### config.mk
export PLATFORM = sky130hd
export DESIGN_NAME = gasc_ctrl
export DESIGN_NICKNAME = d
export VERILOG_FILES = /design/src/hdl/gasc_pkg.sv /design/src/hdl/gasc_ctrl.sv
export SDC_FILE = /design/constraint.sdc
export NUM_CORES = 1
export LEC_CHECK = 0
export ABC_AREA = 1
export BUFFER_PORTS_ARGS = -buffer_cell sky130_fd_sc_hd__buf_2
export CAP_MARGIN = 20
export CORE_AREA = 2 2 39 41
export CTS_CLUSTER_DIAMETER = 120
export DETAILED_ROUTE_END_ITERATION = 10
export DIE_AREA = 0 0 41 43
export GPL_TIMING_DRIVEN = 0
export PLACE_DENSITY = 0.57
export SLEW_MARGIN = 20
export SYNTH_ARGS = -nofsm -noshare
export SYNTH_HDL_FRONTEND = slang
export SYNTH_SLANG_ARGS = --single-unit
### constraint.sdc
create_clock -name i_clk -period 3.05 [get_ports i_clk]
set_input_delay 0 -clock i_clk [delete_from_list [all_inputs] [get_ports i_clk]]
set_output_delay 0 -clock i_clk [all_outputs]
set_load 0.05 [all_outputs]
### src/hdl/gasc_pkg.sv
// ============================================================================
// Glyph slot cache package
// Shared types and codes for the glyph atlas slot cache.
// ============================================================================
package gasc_pkg;

    // Result status codes.
    localparam logic [2:0] ST_IGNORED  = 3'd0;
    localparam logic [2:0] ST_RESIDENT = 3'd1;
    localparam logic [2:0] ST_PLACED   = 3'd2;
    localparam logic [2:0] ST_RELEASED = 3'd3;
    localparam logic [2:0] ST_FREED    = 3'd4;
    localparam logic [2:0] ST_NO_SPACE = 3'd5;

    // Operation codes.
    localparam logic OP_ACQUIRE = 1'b0;
    localparam logic OP_RELEASE = 1'b1;

    // List marks kept with each glyph.
    localparam logic [1:0] MARK_NONE = 2'd0;
    localparam logic [1:0] MARK_USE  = 2'd1;
    localparam logic [1:0] MARK_FREE = 2'd2;

    localparam logic [15:0] REF_MAX = 16'hFFFF;

    // Configuration register indexes (address bit 2).
    localparam logic REG_GLYPH_COUNT   = 1'b0;
    localparam logic REG_SLOTS_PER_ROW = 1'b1;

    // Commands from the controller to the datapath.
    typedef struct packed {
        logic clr_step;
        logic start;
        logic eval;
        logic evict_rd;
        logic evict_fin;
        logic load_out;
    } t_dp_cmd;

    // Status from the datapath to the controller.
    typedef struct packed {
        logic clr_last;
        logic in_range;
        logic evict;
    } t_dp_stat;

endpackage

### src/hdl/gasc_ctrl.sv
// ============================================================================
// Slot cache controller
// Sequences the clearing pass and the memory steps of each request.
// ============================================================================
module gasc_ctrl
    import gasc_pkg::*;
(
    input  logic     i_clk,
    input  logic     i_rst_n,
    input  logic     i_in_valid,
    output logic     o_in_ready,
    output logic     o_out_valid,
    input  logic     i_out_ready,
    input  t_dp_stat i_stat,
    output t_dp_cmd  o_cmd,
    output logic     o_clr_busy
);

    typedef enum logic [5:0] {
        S_CLR  = 6'b000001,
        S_IDLE = 6'b000010,
        S_RD1  = 6'b000100,
        S_RD2  = 6'b001000,
        S_WR   = 6'b010000,
        S_DONE = 6'b100000
    } t_state;

    t_state r_state, n_state;
    logic   r_out_valid, n_out_valid;
    logic   out_free;

    assign out_free    = !r_out_valid || i_out_ready;
    assign o_in_ready  = (r_state == S_IDLE);
    assign o_out_valid = r_out_valid;
    assign o_clr_busy  = (r_state == S_CLR);

    // Next state and commands.
    always_comb begin
        n_state     = r_state;
        n_out_valid = r_out_valid && !i_out_ready;
        o_cmd       = '0;
        unique case (r_state)
            S_CLR: begin
                o_cmd.clr_step = 1'b1;
                if (i_stat.clr_last) n_state = S_IDLE;
            end
            S_IDLE: begin
                if (i_in_valid) begin
                    o_cmd.start = 1'b1;
                    n_state = i_stat.in_range ? S_RD1 : S_DONE;
                end
            end
            S_RD1: begin
                o_cmd.eval = 1'b1;
                n_state = i_stat.evict ? S_RD2 : S_DONE;
            end
            S_RD2: begin
                o_cmd.evict_rd = 1'b1;
                n_state = S_WR;
            end
            S_WR: begin
                o_cmd.evict_fin = 1'b1;
                n_state = S_DONE;
            end
            S_DONE: begin
                if (out_free) begin
                    o_cmd.load_out = 1'b1;
                    n_out_valid = 1'b1;
                    n_state = S_IDLE;
                end
            end
            default: n_state = S_CLR;
        endcase
    end

    always_ff @(posedge i_clk) begin
        if (!i_rst_n) begin
            r_state     <= S_CLR;
            r_out_valid <= 1'b0;
        end else begin
            r_state     <= n_state;
            r_out_valid <= n_out_valid;
        end
    end

endmodule

After elaboration in Yosys (flattened, before gate mapping) --
Index checks and enable logic that the tools add are counted.
Cells by class: add/sub/neg operators 0, multipliers 0, div/mod/pow operators 0, order comparisons 0, equality and inequality tests 9, shifts and indexed selects 0, muxes and demuxes 16, bitwise operators 0, reduce and logical (&&, ||, !) cells 5
Operators by type and width (count):
- case mux 6 bit (6 select lines) | 1
- two-way mux 6 bit | 5
- two-way mux 1 bit | 10
- equality test 6 x 1 -> 1 bit, second input constant | 1
- equality test 6 x 2 -> 1 bit, second input constant | 1
- equality test 6 x 3 -> 1 bit, second input constant | 1
- equality test 6 x 4 -> 1 bit, second input constant | 1
- equality test 6 x 5 -> 1 bit, second input constant | 1
- equality test 6 bit, second input constant | 1
- != test 2 bit, second input constant | 3
- AND reduction 3 bit | 1
- zero test 1 bit | 2
- logical AND 1 bit | 1
- logical OR 1 bit | 1
Storage, ports and cells: register bits after elaboration 7, latch bits 0, memory bits (writable) 0, memory bits (read-only) 0, input port bits 7, output and inout port bits 9, memories kept 0

Logic depth before layout (Yosys ltp) --
Gate-level depths: netlist (run 1).
depth after elaboration 4, mapped depth 8, gate-level depth less buffers 8

Least setup slack after synthesis (run 1) --
No wires, ideal clock.
path type flip-flop to flip-flop, start register r_out_valid, in the netlist o_out_valid, end register r_state[5], setup time 0.118 ns, arrival 1.213 ns, setup slack 1.719 ns, cell stages (with the launch flop) 8, clock period less this slack 1.331 ns, path through dfxtp_1 > inv_1 > nor2_1 > nand4_1 > nand2_1 > nor2_1 > nand2_1 > a21oi_2
On the way: longest elaborated chain between the ends 4
RTL lines:
- start: declaration | RTL line gasc_ctrl.sv:29 | logic r_out_valid, n_out_valid;
- start signal: assignment | RTL line gasc_ctrl.sv:82 | r_out_valid <= n_out_valid;
- zero test 1 bit | RTL line gasc_ctrl.sv:32 | assign out_free = !r_out_valid || i_out_ready;
- logical OR 1 bit | RTL line gasc_ctrl.sv:32
- != test 2 bit (no source line)
- AND reduction 3 bit (no source line)
- end signal: assignment | RTL line gasc_ctrl.sv:81 | r_state <= n_state;
- end: declaration | RTL line gasc_ctrl.sv:28 | t_state r_state, n_state;
Every way passes these cells. A chain may end at the register's enable or synchronous reset.

==> results.md, run 1 <==
* Max cap viols at 0
* First-pass GRT wire length at around 1.5 mm
* Number of fill cells in the layout at 150
* Post-synthesis mux area share at 0
* Synth Register Bits at 7
* Relative slew slack at 0.835
* Hold path endpoint: r_state[2]
* Pin count of the biggest net entering global routing at 7
* Mapped cell area at about 400 sq um
* Vias per inst at between 4 and 5
* Root Driver: clkbuf_4
* DP HPWL at 705 microns
* Crit Reg-Reg Endpoint: r_state[5]
* Compound-Gate Fraction of Synth Area at 0.0459
* Post-Route WL at roughly 920 microns
* Crit Path Class: flip-flop to output pin
* Area delta synth->final at 34.6%
* H-tree depth at 1
* Syn Area/Cell at around 6.8 sq um
* Setup crit end kind: output pin
* Setup crit start kind: flip-flop
* GRT Residual Overflow at 0
* Die X at approximately 40 microns
* Core Area at 1380 sq um
* DRT Pass-1 Iters at 4
* Clock sinks at 7
* Residual DRC count at 0
* Antenna violations before repair at 0
* Final cell count without fillers at between 90 and 100
* Via count of the first global-routing pass at just under 400
* Power Density at approximately 550 nW/um^2
* Synthesized net count at 67
* Avg WL per Cell at approximately 9.4 microns
* Static Leak at about 0.31 nW
* Initial drt markers at 15
* Final setup fails at 0
* Setup TNS at 0 ns
* RSZ-0062 raised after global routing: false
* Critical Path RT at roughly 3.1 ns
* Inserted Clock Buffers at 3
* Fin crit share at 0.450
* Die area at 1760 sq um
* Synth Area in Simple Gates at 0.446
* Reg2reg path depth at 6
* Synth warnings at 0
* CTS tree: yes
* Post-synthesis cell type count at 16
* Flop2flop setup slack at about 1.9 ns
* Cells after DPL at 91
* CP Max Fanout at 6
* Synth Area in Adders at 0
* Main combinational cell family by area after synthesis: simple AND/OR/NAND/NOR gates
* Final worst slack at 1.68 ns
* Hold Path Depth at 3
* CP arrival at 1.37 ns
* RR Startpoint: r_state[1]
* Hold Startpoint: i_stat[1]
* Worst slew pin tran at around 0.25 ns
* Final GP Congestion at between 0.7 and 0.8
* Post-CTS Repair Setup Buffers at 0
* Setup Slack @ Placement at 1.91 ns
* Hold Path Class: input port to flip-flop
* DR vias at 431
* Die Height at about 43 microns
* Post-Route Skew at a little over 0.007 ns
* Skew-Pair Late Insertion Delay at around 0.26 ns
* Input/output buffers at 15
* Post-route ant nets at 0
* Ports at 16
* Clock Pin Slew Worst Setup and Hold Paths at about 0.060 ns
* XOR/XNOR share of the synthesized area at 0
* Cts repair resizes at 0
* Initial Util at 0.296
* Most frequent cells in the layout: 15 x inv_1, 15 x buf_2, 11 x nor2_1
* Cells after synthesis at 60
* Min Tclk post-route at between 1 and 1.5 ns
* Seq/Total Area, Yosys at 0.343
* Achievable frequency at about 0.73 GHz
* Clock Path Buffers at 2
* All-Layer GR Usage at 0.126
* Nets at between 80 and 90
* Antenna cells at 0
* Outcome: finished clean
* Placement row count at 14
* Final Hold Viols at 0
* Max-slew violations at 0
* Layout cell share with drive strength beyond 1 at 0.321
* Max rail drop VDD at 0.000231 V
==> timing repair <==
action | CTS | global route
hold endpoints to repair | 2 | 0
setup endpoints to repair | 0 | 0
hold buffers | 2 | 0
==> layout make-up <==
cell class	count	area, sq um	area share
Buffer	1	7.51	0.0136
Clock buffer	4	26.3	0.0477
Inverter	16	60.1	0.109
Multi-Input combinational cell	36	201	0.366
Sequential cell	7	140	0.255
Tap cell	16	20.0	0.0364
Timing Repair Buffer	17	95.1	0.173
==> through the flow <==
stage          instance area [sq um]  hold slack, ns  total power, mW  utilization
2_1_floorplan                    409          0.0845            0.193            -
3_5_place_dp                     504           0.222            0.215        0.364
6_report                         551         0.00489            0.302        0.398
5_1_grt                          551          0.0252            0.319        0.398
4_1_cts                          551         0.00529            0.303        0.398
3_3_place_gp                     504           0.215            0.215        0.364
==> critical path, cell delays in order, from the launching register on <==
cell	delay [ns]
dfxtp_1	0.33
nor2_2	0.24
nand4_1	0.21
inv_1	0.08
buf_2	0.25
==> power breakdown <==
part           internal (mW)  switching [mW]  total [mW]  leakage (nW)
Combinational         0.0328          0.0782       0.111         0.241
Clock                 0.0501          0.0364      0.0864        0.0150
Sequential            0.0980         0.00644       0.104        0.0569
==> synthesized netlist by cell type, drive strengths merged <==
library cell | number | area [sq um]
nor3 | 1 | 5.00
nand4 | 6 | 37.5
dfxtp | 7 | 140
o21ai | 1 | 5.00
nand2 | 4 | 15.0
nor4 | 1 | 6.26
buf | 1 | 7.51
nand3 | 6 | 42.5
a21oi | 2 | 13.8
nor2 | 15 | 76.3
inv | 16 | 60.1
==> cells by family after synthesis <==
kind of cell           Yosys count
AO/OA/AOI/OAI                    3
buffers and inverters           17
flip-flops                       7
AND/OR/NAND/NOR                 33
==> sequential cells by signal (all words and copies together), names as in the netlist <==
signal / count
o_out_valid: 1
r_state: 6
==> worst max-delay path by stage <==
stage	from	end	slack, ns
2_1_floorplan	o_out_valid	r_state[5]	1.72
3_3_place_gp	r_state[1]	r_state[0]	1.91
3_5_place_dp	r_state[1]	r_state[5]	1.91
4_1_cts	r_state[1]	o_cmd[2]	1.67
5_1_grt	r_state[0]	o_cmd[5]	1.59
6_report	r_state[1]	o_cmd[2]	1.68
==> metal layers <==
metal,track usage,vias to the layer above,part of all wire
met5,0,-,0
li1,-,231,-
met1,0.168,178,0.49
met4,0.0800,0,0.016
met2,0.172,18,0.44
met3,0.0314,4,0.052
(Power assumes the default switching activity.)
==> run 2, diff against run 1 <==
Settings changed: ABC_AREA 1 to 0, PLACE_DENSITY 0.57 to 0.6.
Clock period 3.05 ns to 1.45 ns, I/O delays scaled along.
==> run 2 against run 1 <==
Effect of this change:
- the run now ends with negative setup slack left
- die area did not move
- via count is 18% higher
- utilization is 13 points higher
- synthesized area up 9.8%
- non-clock buffer count grew 7
- count of clock-buffer cells in the layout is the same
- synthesized cell count decreased by 8.3%
- flip-flop and latch count is the same
- sequential power grew 110%
- critical path type unchanged
- critical endpoint is now o_cmd[4]
==> results.md, run 2 <==
* Final setup fails at 9 (+9)
* Commonest non-fill, non-tap cell in the layout: buf_2
* RR Startpoint: r_state[5]
* Skew-Pair Late Insertion Delay at 0.27 ns (about the same)
* Synth Register Bits at 7 (unchanged)
* Initial Util at 0.325 (+0.0289)
* Setup Slack @ Placement at -0.0372 ns (-1.95 ns)
* RSZ-0062 raised after global routing: true
* Met3 Resource Use GR at 0.0209 (-0.0105)
* Final GP Congestion at 0.765 (-1.1%)
* Layout cell share with drive strength beyond 1 at 0.519 (+0.198)
* Die X at 41 microns (unchanged)
* Nets at 89 (unchanged)
* Flop2flop setup slack at -0.10 ns (-1.99 ns)
* Syn Area/Cell at 8.17 sq um (+20%)
* Post-Route WL at 1.19 mm (+30%)
* Clock Pin Slew Worst Setup and Hold Paths at 0.06 ns (about the same)
* Setup crit start kind: flip-flop
* Setup crit end kind: output pin
* Top FF cell, synth: dfxtp_1
* CP Cell Sequence: or4_4, nor2_4, and2_4, buf_8
* Residual DRC count at 0 (unchanged)
* Most flop-heavy register: r_state
* Multi-input logic area at 325 sq um (+61%)
* Post-synthesis cell type count at 33 (+17)
* CP Max Fanout at 4 (-2)
* Root Driver: clkbuf_4
* Synthesized net count at 62 (-7.5%)
* Worst path slowest cell: or4_4
* Area share of the largest cell type after synthesis at 0.312 (-0.0305)
* Placed Area at 561 sq um (+11%)
* Register Area at 149 sq um (+6.3%)
* Post-route ant nets at 0 (unchanged)
* DP HPWL at 777 microns (+10%)
* Max rail drop VDD at 0.000353 V (+52%)
* Hold path endpoint: r_state[0]
* All-Layer GR Usage at 0.169 (+0.0430)
* Power Density at 896 nW/um^2 (+63%)
* Hold Path Class: input port to flip-flop
* Cells after synthesis at 55 (-8.3%)
* Post-Route Skew at 0.0127 ns (+0.00560 ns)
* Min Tclk post-route at between 1.5 and 2 ns
* Achievable frequency at approximately 0.62 GHz
* CTS tree: yes
* Max reg flops at 6 (unchanged)
* Initial drt markers at 5 (-10)
* Vias per inst at 5.24 (+18%)
* Final worst slack at -0.157 ns (-1.83 ns)
* Max-slew violations at 0 (unchanged)
* Largest cells by area after synthesis: dfxtp_1 31%, and3_1 5.6%, nor2b_1 4.2%
* Inserted Clock Buffers at 3 (unchanged)
* Cells after DPL at 86 (-5.5%)
* CP arrival at 1.61 ns (+0.24 ns)
* Number of fill cells in the layout at 126 (-16%)
* Core Area at 1380 sq um (unchanged)
* H-tree depth at 1 (unchanged)
* Reg2reg path depth at 4 (-2)
* Crit Path Class: flip-flop to output pin
* Antenna violations before repair at 0 (unchanged)
* Antenna cells at 0 (unchanged)
* Post-synth EDFFs at 0 (unchanged)
* Failing checks: negative setup slack
* Relative slew slack at 0.753 (-0.0825)
* Outcome: complete, but fails checks
* Max cap viols at 0 (unchanged)
* Final cell area excluding filler cells at 732 sq um (+33%)
* Top Usage Layer GRT: met2
* GRT Residual Overflow at 0 (unchanged)
* Fraction of registers with async set/reset at 0 (unchanged)
* Crit Reg-Reg Endpoint: r_state[5]
* Hold Startpoint: i_rst_n
* Clock sinks at 7 (unchanged)
* CP max stage delay at 0.58 ns (+0.25 ns)
* Fin crit share at 1.11
* Ports at 16 (unchanged)
* Die Height at 43 microns (unchanged)
* Seq/Total Area, Yosys at 0.312 (-0.0305)
* Synth warnings at 0 (unchanged)
* Clock Path Buffers at 2 (unchanged)
* Final Hold Viols at 0 (unchanged)
* Via count of the first global-routing pass at 476 (+23%)
* Final cell count without fillers at 97 (unchanged)
* Worst slew pin tran at 0.367 ns (+0.121 ns)
* Static Leak at 0.328 nW (+5.0%)
* Yosys top cell by area: dfxtp_1
* First-pass GRT wire length at 1.94 mm (+31%)
* Avg WL per Cell at 12.3 microns (+30%)
* DRT Pass-1 Iters at 4 (unchanged)
* Met2 GRT Util at 0.253 (+0.0812)
* Top post-synthesis cells by count: 7 x dfxtp_1, 4 x and3_1, 4 x nor2_1, 3 x nor2b_1, 3 x o21ai_0
* Area delta synth->final at 63.0%
* Grt met1 use at 0.199 (+0.0316)
* DR vias at 508 (+18%)
* Pin count of the biggest net entering global routing at 10 (+3)
* Input/output buffers at 15 (unchanged)
* Die area at 1760 sq um (unchanged)
* Top-count cell post-synth: dfxtp_1
* Critical Path RT at 1.45 ns (-1.60 ns)
* Most frequent cells in the layout: 9 x buf_2, 7 x buf_4, 4 x and3_1, 4 x buf_6, 4 x dfxtp_2
* Hold Path Depth at 2 (-1)
* Placement row count at 14 (unchanged)
* Mapped cell area at 449 sq um (+9.8%)
## run 2: worst max path at each step
stage / start / endpoint / slack [ns] / cells past startpoint
after floorplan: r_state[5] / r_state[2] / -0.31 / 5
after global placement: r_state[0] / r_state[5] / -0.04 / 4
after detailed placement: r_state[0] / r_state[5] / -0.04 / 4
after CTS: r_state[5] / o_cmd[3] / -0.16 / 5
after global routing: r_state[2] / o_cmd[5] / -0.20 / 4
final: r_state[5] / o_cmd[4] / -0.16 / 4
## run 2: cells by family after synthesis
group / after synthesis / share of synthesized area
simple gates: 31 / 0.443
compound gates: 12 / 0.167
buf+inv: 4 / 0.0585
flops: 7 / 0.312
xor+xnor: 1 / 0.0195
## run 2: metal layers
metal  vias up  wire, microns
met1       232            505
met3         5             39
met5         -              0
li1        255              -
met4         0             48
met2        16            595
## run 2: repair_timing
action	4_1_cts	5_1_grt
pin swaps	2	3
buffers inserted	6	1
hold buffers	2	0
setup endpoints to repair	9	12
resized for setup	22	5
endpoints found under the hold margin	2	0
## run 2: final cells by class
type,instances,area share
Buffer,1,0.0154
Clock buffer,4,0.0359
Inverter,1,0.00513
Multi-Input combinational cell,44,0.444
Sequential cell,7,0.203
Tap cell,16,0.0274
Timing Repair Buffer,24,0.268
## run 2: worst max-delay path: cells and delay by family, from the launching register on
family                 cells  cell delay, ns
buffers and inverters      1            0.14
DFF                        1            0.34
and+or+nand+nor            3            0.86
## run 2: power breakdown
group          internal (mW)  switching (mW)  total [mW]
sequential             0.200          0.0170       0.217
clock                  0.106          0.0825       0.188
combinational          0.119           0.132       0.250
total                  0.424           0.231       0.656
## run 2: per-stage QoR
step           total power [mW]  hold slack [ns]  TNS, ns  utilization
2_1_floorplan             0.362           0.0786   -0.831            -
3_3_place_gp              0.401            0.239  -0.0359        0.405
3_5_place_dp              0.401            0.244  -0.0516        0.405
4_1_cts                   0.644           0.0101   -0.838        0.522
5_1_grt                   0.691           0.0296    -1.37        0.529
6_report                  0.656           0.0203   -0.792        0.529
==> run 3, diff against run 2 <==
Settings changed: BUFFER_PORTS_ARGS -buffer_cell sky130_fd_sc_hd__buf_2 to -buffer_cell sky130_fd_sc_hd__clkbuf_2.
==> run 3 against run 2 <==
Effect of this change:
- register-to-register slack lost 0.02 ns
- largest power group unchanged
- first-iteration DRC count grew 100%
- count of clock-buffer cells in the layout is the same
- the flow still finishes with violations (negative setup slack)
- critical path type unchanged
- wire length grew 4.0%
- fmax shrank 2.0%
- final area grew 6.7%
- flip-flop and latch count is the same
- sequential share of layout area shrank 1.4 points
- clock skew shrank 0.0050 ns
- critical path depth is the same
==> results.md, run 3 (synthesis gave the netlist of run 2 again) <==
* Inserted Clock Buffers at 3 (unchanged)
* Power Density at 854 nW/um^2 (-4.6%)
* Nets at 91 (+2.2%)
* Initial Util at 0.325 (unchanged)
* Max rail drop VDD at 0.000383 V (+8.7%)
* Final GP Congestion at 0.764 (about the same)
* Skew-Pair Late Insertion Delay at 0.26 ns (about the same)
* Pin count of the biggest net entering global routing at 10 (unchanged)
* Clock Pin Slew Worst Setup and Hold Paths at 0.06 ns (about the same)
* Max cap viols at 0 (unchanged)
* GRT Residual Overflow at 0 (unchanged)
* Core Area at 1380 sq um (unchanged)
* Die area at 1760 sq um (unchanged)
* Cells after DPL at 86 (unchanged)
* DRT Pass-1 Iters at 4 (unchanged)
* Final Hold Viols at 0 (unchanged)
* Clock Path Buffers at 2 (unchanged)
* Worst path slowest cell: or4_4
* Post-Route WL at 1.24 mm (+4.0%)
* CTS tree: yes
* Critical Path RT at 1.45 ns (about the same)
* DP HPWL at 770 microns (-0.97%)
* Commonest non-fill, non-tap cell in the layout: clkbuf_2
* All-Layer GR Usage at 0.178 (+0.00904)
* Antenna violations before repair at 0 (unchanged)
* Clock sinks at 7 (unchanged)
* Vias per inst at 5.10 (-2.6%)
* CP arrival at 1.64 ns (+0.03 ns)
* Via count of the first global-routing pass at 485 (+1.9%)
* Hold Path Depth at 2 (unchanged)
* Crit Path Class: flip-flop to output pin
* CP Cell Sequence: or4_4, nor2_4, and2_4, clkbuf_16
* Outcome: complete, but fails checks
* H-tree depth at 1 (unchanged)
* Antenna cells at 0 (unchanged)
* Post-route ant nets at 0 (unchanged)
* Fin crit share at 1.13 (+0.0224)
* CP max stage delay at 0.59 ns (about the same)
* Area delta synth->final at 73.8%
* Crit Reg-Reg Endpoint: r_state[5]
* Root Driver: clkbuf_4
* Post-Route Skew at 0.00774 ns (-0.00500 ns)
* Most frequent cells in the layout: 8 x clkbuf_2, 7 x buf_4, 5 x clkbuf_4
* Layout cell share with drive strength beyond 1 at 0.530 (+0.0116)
* DR vias at 505 (-0.59%)
* RR Startpoint: r_state[3]
* Relative slew slack at 0.722 (-0.0304)
* Avg WL per Cell at 12.5 microns (+1.9%)
* First-pass GRT wire length at 2.08 mm (+7.5%)
* CP Max Fanout at 6 (+2)
* Worst setup endpoint: o_cmd[4]
* Die Height at 43 microns (unchanged)
* Ports at 16 (unchanged)
* Final Util at 0.564 (+0.0353)
* Crit. Startpoint: r_state[3]
* Input/output buffers at 15 (unchanged)
* Hold Path Class: input port to flip-flop
* Die X at 41 microns (unchanged)
* Achievable frequency at 0.610 GHz (-2.0%)
* Min Tclk post-route at 1.64 ns (+0.0325 ns)
* Flop2flop setup slack at -0.12 ns (-0.02 ns)
* Setup crit start kind: flip-flop
* Max-slew violations at 0 (unchanged)
* Reg2reg path depth at 4 (unchanged)
* Worst slew pin tran at 0.413 ns (+0.0452 ns)
* Setup crit end kind: output pin
* Initial drt markers at 10 (+5)
* Most flop-heavy register: r_state
* Hold_ws at 0.0446 ns (+0.0244 ns)
* Max reg flops at 6 (unchanged)
* Final cell count without fillers at 99 (+2.1%)
* RSZ-0062 raised after global routing: true
* Placement row count at 14 (unchanged)
* Final setup fails at 10 (+1)
* Final worst slack at -0.190 ns (-0.0325 ns)
* Failing checks: negative setup slack
* Residual DRC count at 0 (unchanged)
* Static Leak at 0.347 nW (+5.8%)
[run 3: cell count changes in the layout (fill, tap and decap cells not counted), sizes merged]
cell / delta
buf: -10
clkbuf: +12
[run 3: metrics by stage]
step	instance area, sq um	power (mW)	setup slack [ns]	TNS [ns]
4_1_cts	751	0.647	-0.193	-1.19
2_1_floorplan	465	0.362	-0.306	-0.831
3_3_place_gp	561	0.401	-0.0360	-0.0605
5_1_grt	781	0.707	-0.236	-1.72
3_5_place_dp	561	0.401	-0.0412	-0.0815
6_report	781	0.667	-0.190	-1.03
[run 3: what timing repair did]
| item | 4_1_cts | 5_1_grt |
|---|---|---|
| buffers inserted | 6 | 3 |
| pin swaps | 6 | 5 |
| endpoints found under the setup margin | 9 | 12 |
| gates resized for setup | 27 | 7 |
| hold buffers | 2 | 0 |
| gates cloned | 0 | 0 |
| hold endpoints to repair | 2 | 0 |
[run 3: layer usage]
layer  vias up  track usage  wire [microns]
met5         -            0               0
met4         0        0.120              27
met3         4       0.0209              42
met2        13        0.272             606
met1       231        0.219             559
li1        257            -               -
[run 3: cell type report]
cell class                 instances  area [sq um]
multi-input combinational         44           330
timing repair buffer              26           245
buffer                             1          7.51
sequential                         7           148
tap                               16          20.0
clock buffer                       4          26.3
fill                             127           603
inverter                           1          3.75
[run 3: where the power goes]
group,leakage [nW],switching (mW),internal (mW)
clock network,0.0150,0.0789,0.106
logic,0.273,0.136,0.129
registers,0.0591,0.0173,0.200
[run 3: worst min path at each step]
stage | from | to | slack, ns
floorplan | i_rst_n | r_state[0] | 0.08
global placement | i_stat[1] | r_state[2] | 0.24
CTS | i_rst_n | r_state[0] | 0.03
global route | i_rst_n | r_state[0] | 0.06
detailed placement | i_stat[0] | r_state[3] | 0.25
finish | i_rst_n | r_state[0] | 0.04
[run 3: critical path: cells and delay by family, from the launching register on]
family,cells,cell delay [ns]
AND/OR/NAND/NOR,3,0.87
flip-flops,1,0.35
buffers and inverters,1,0.15
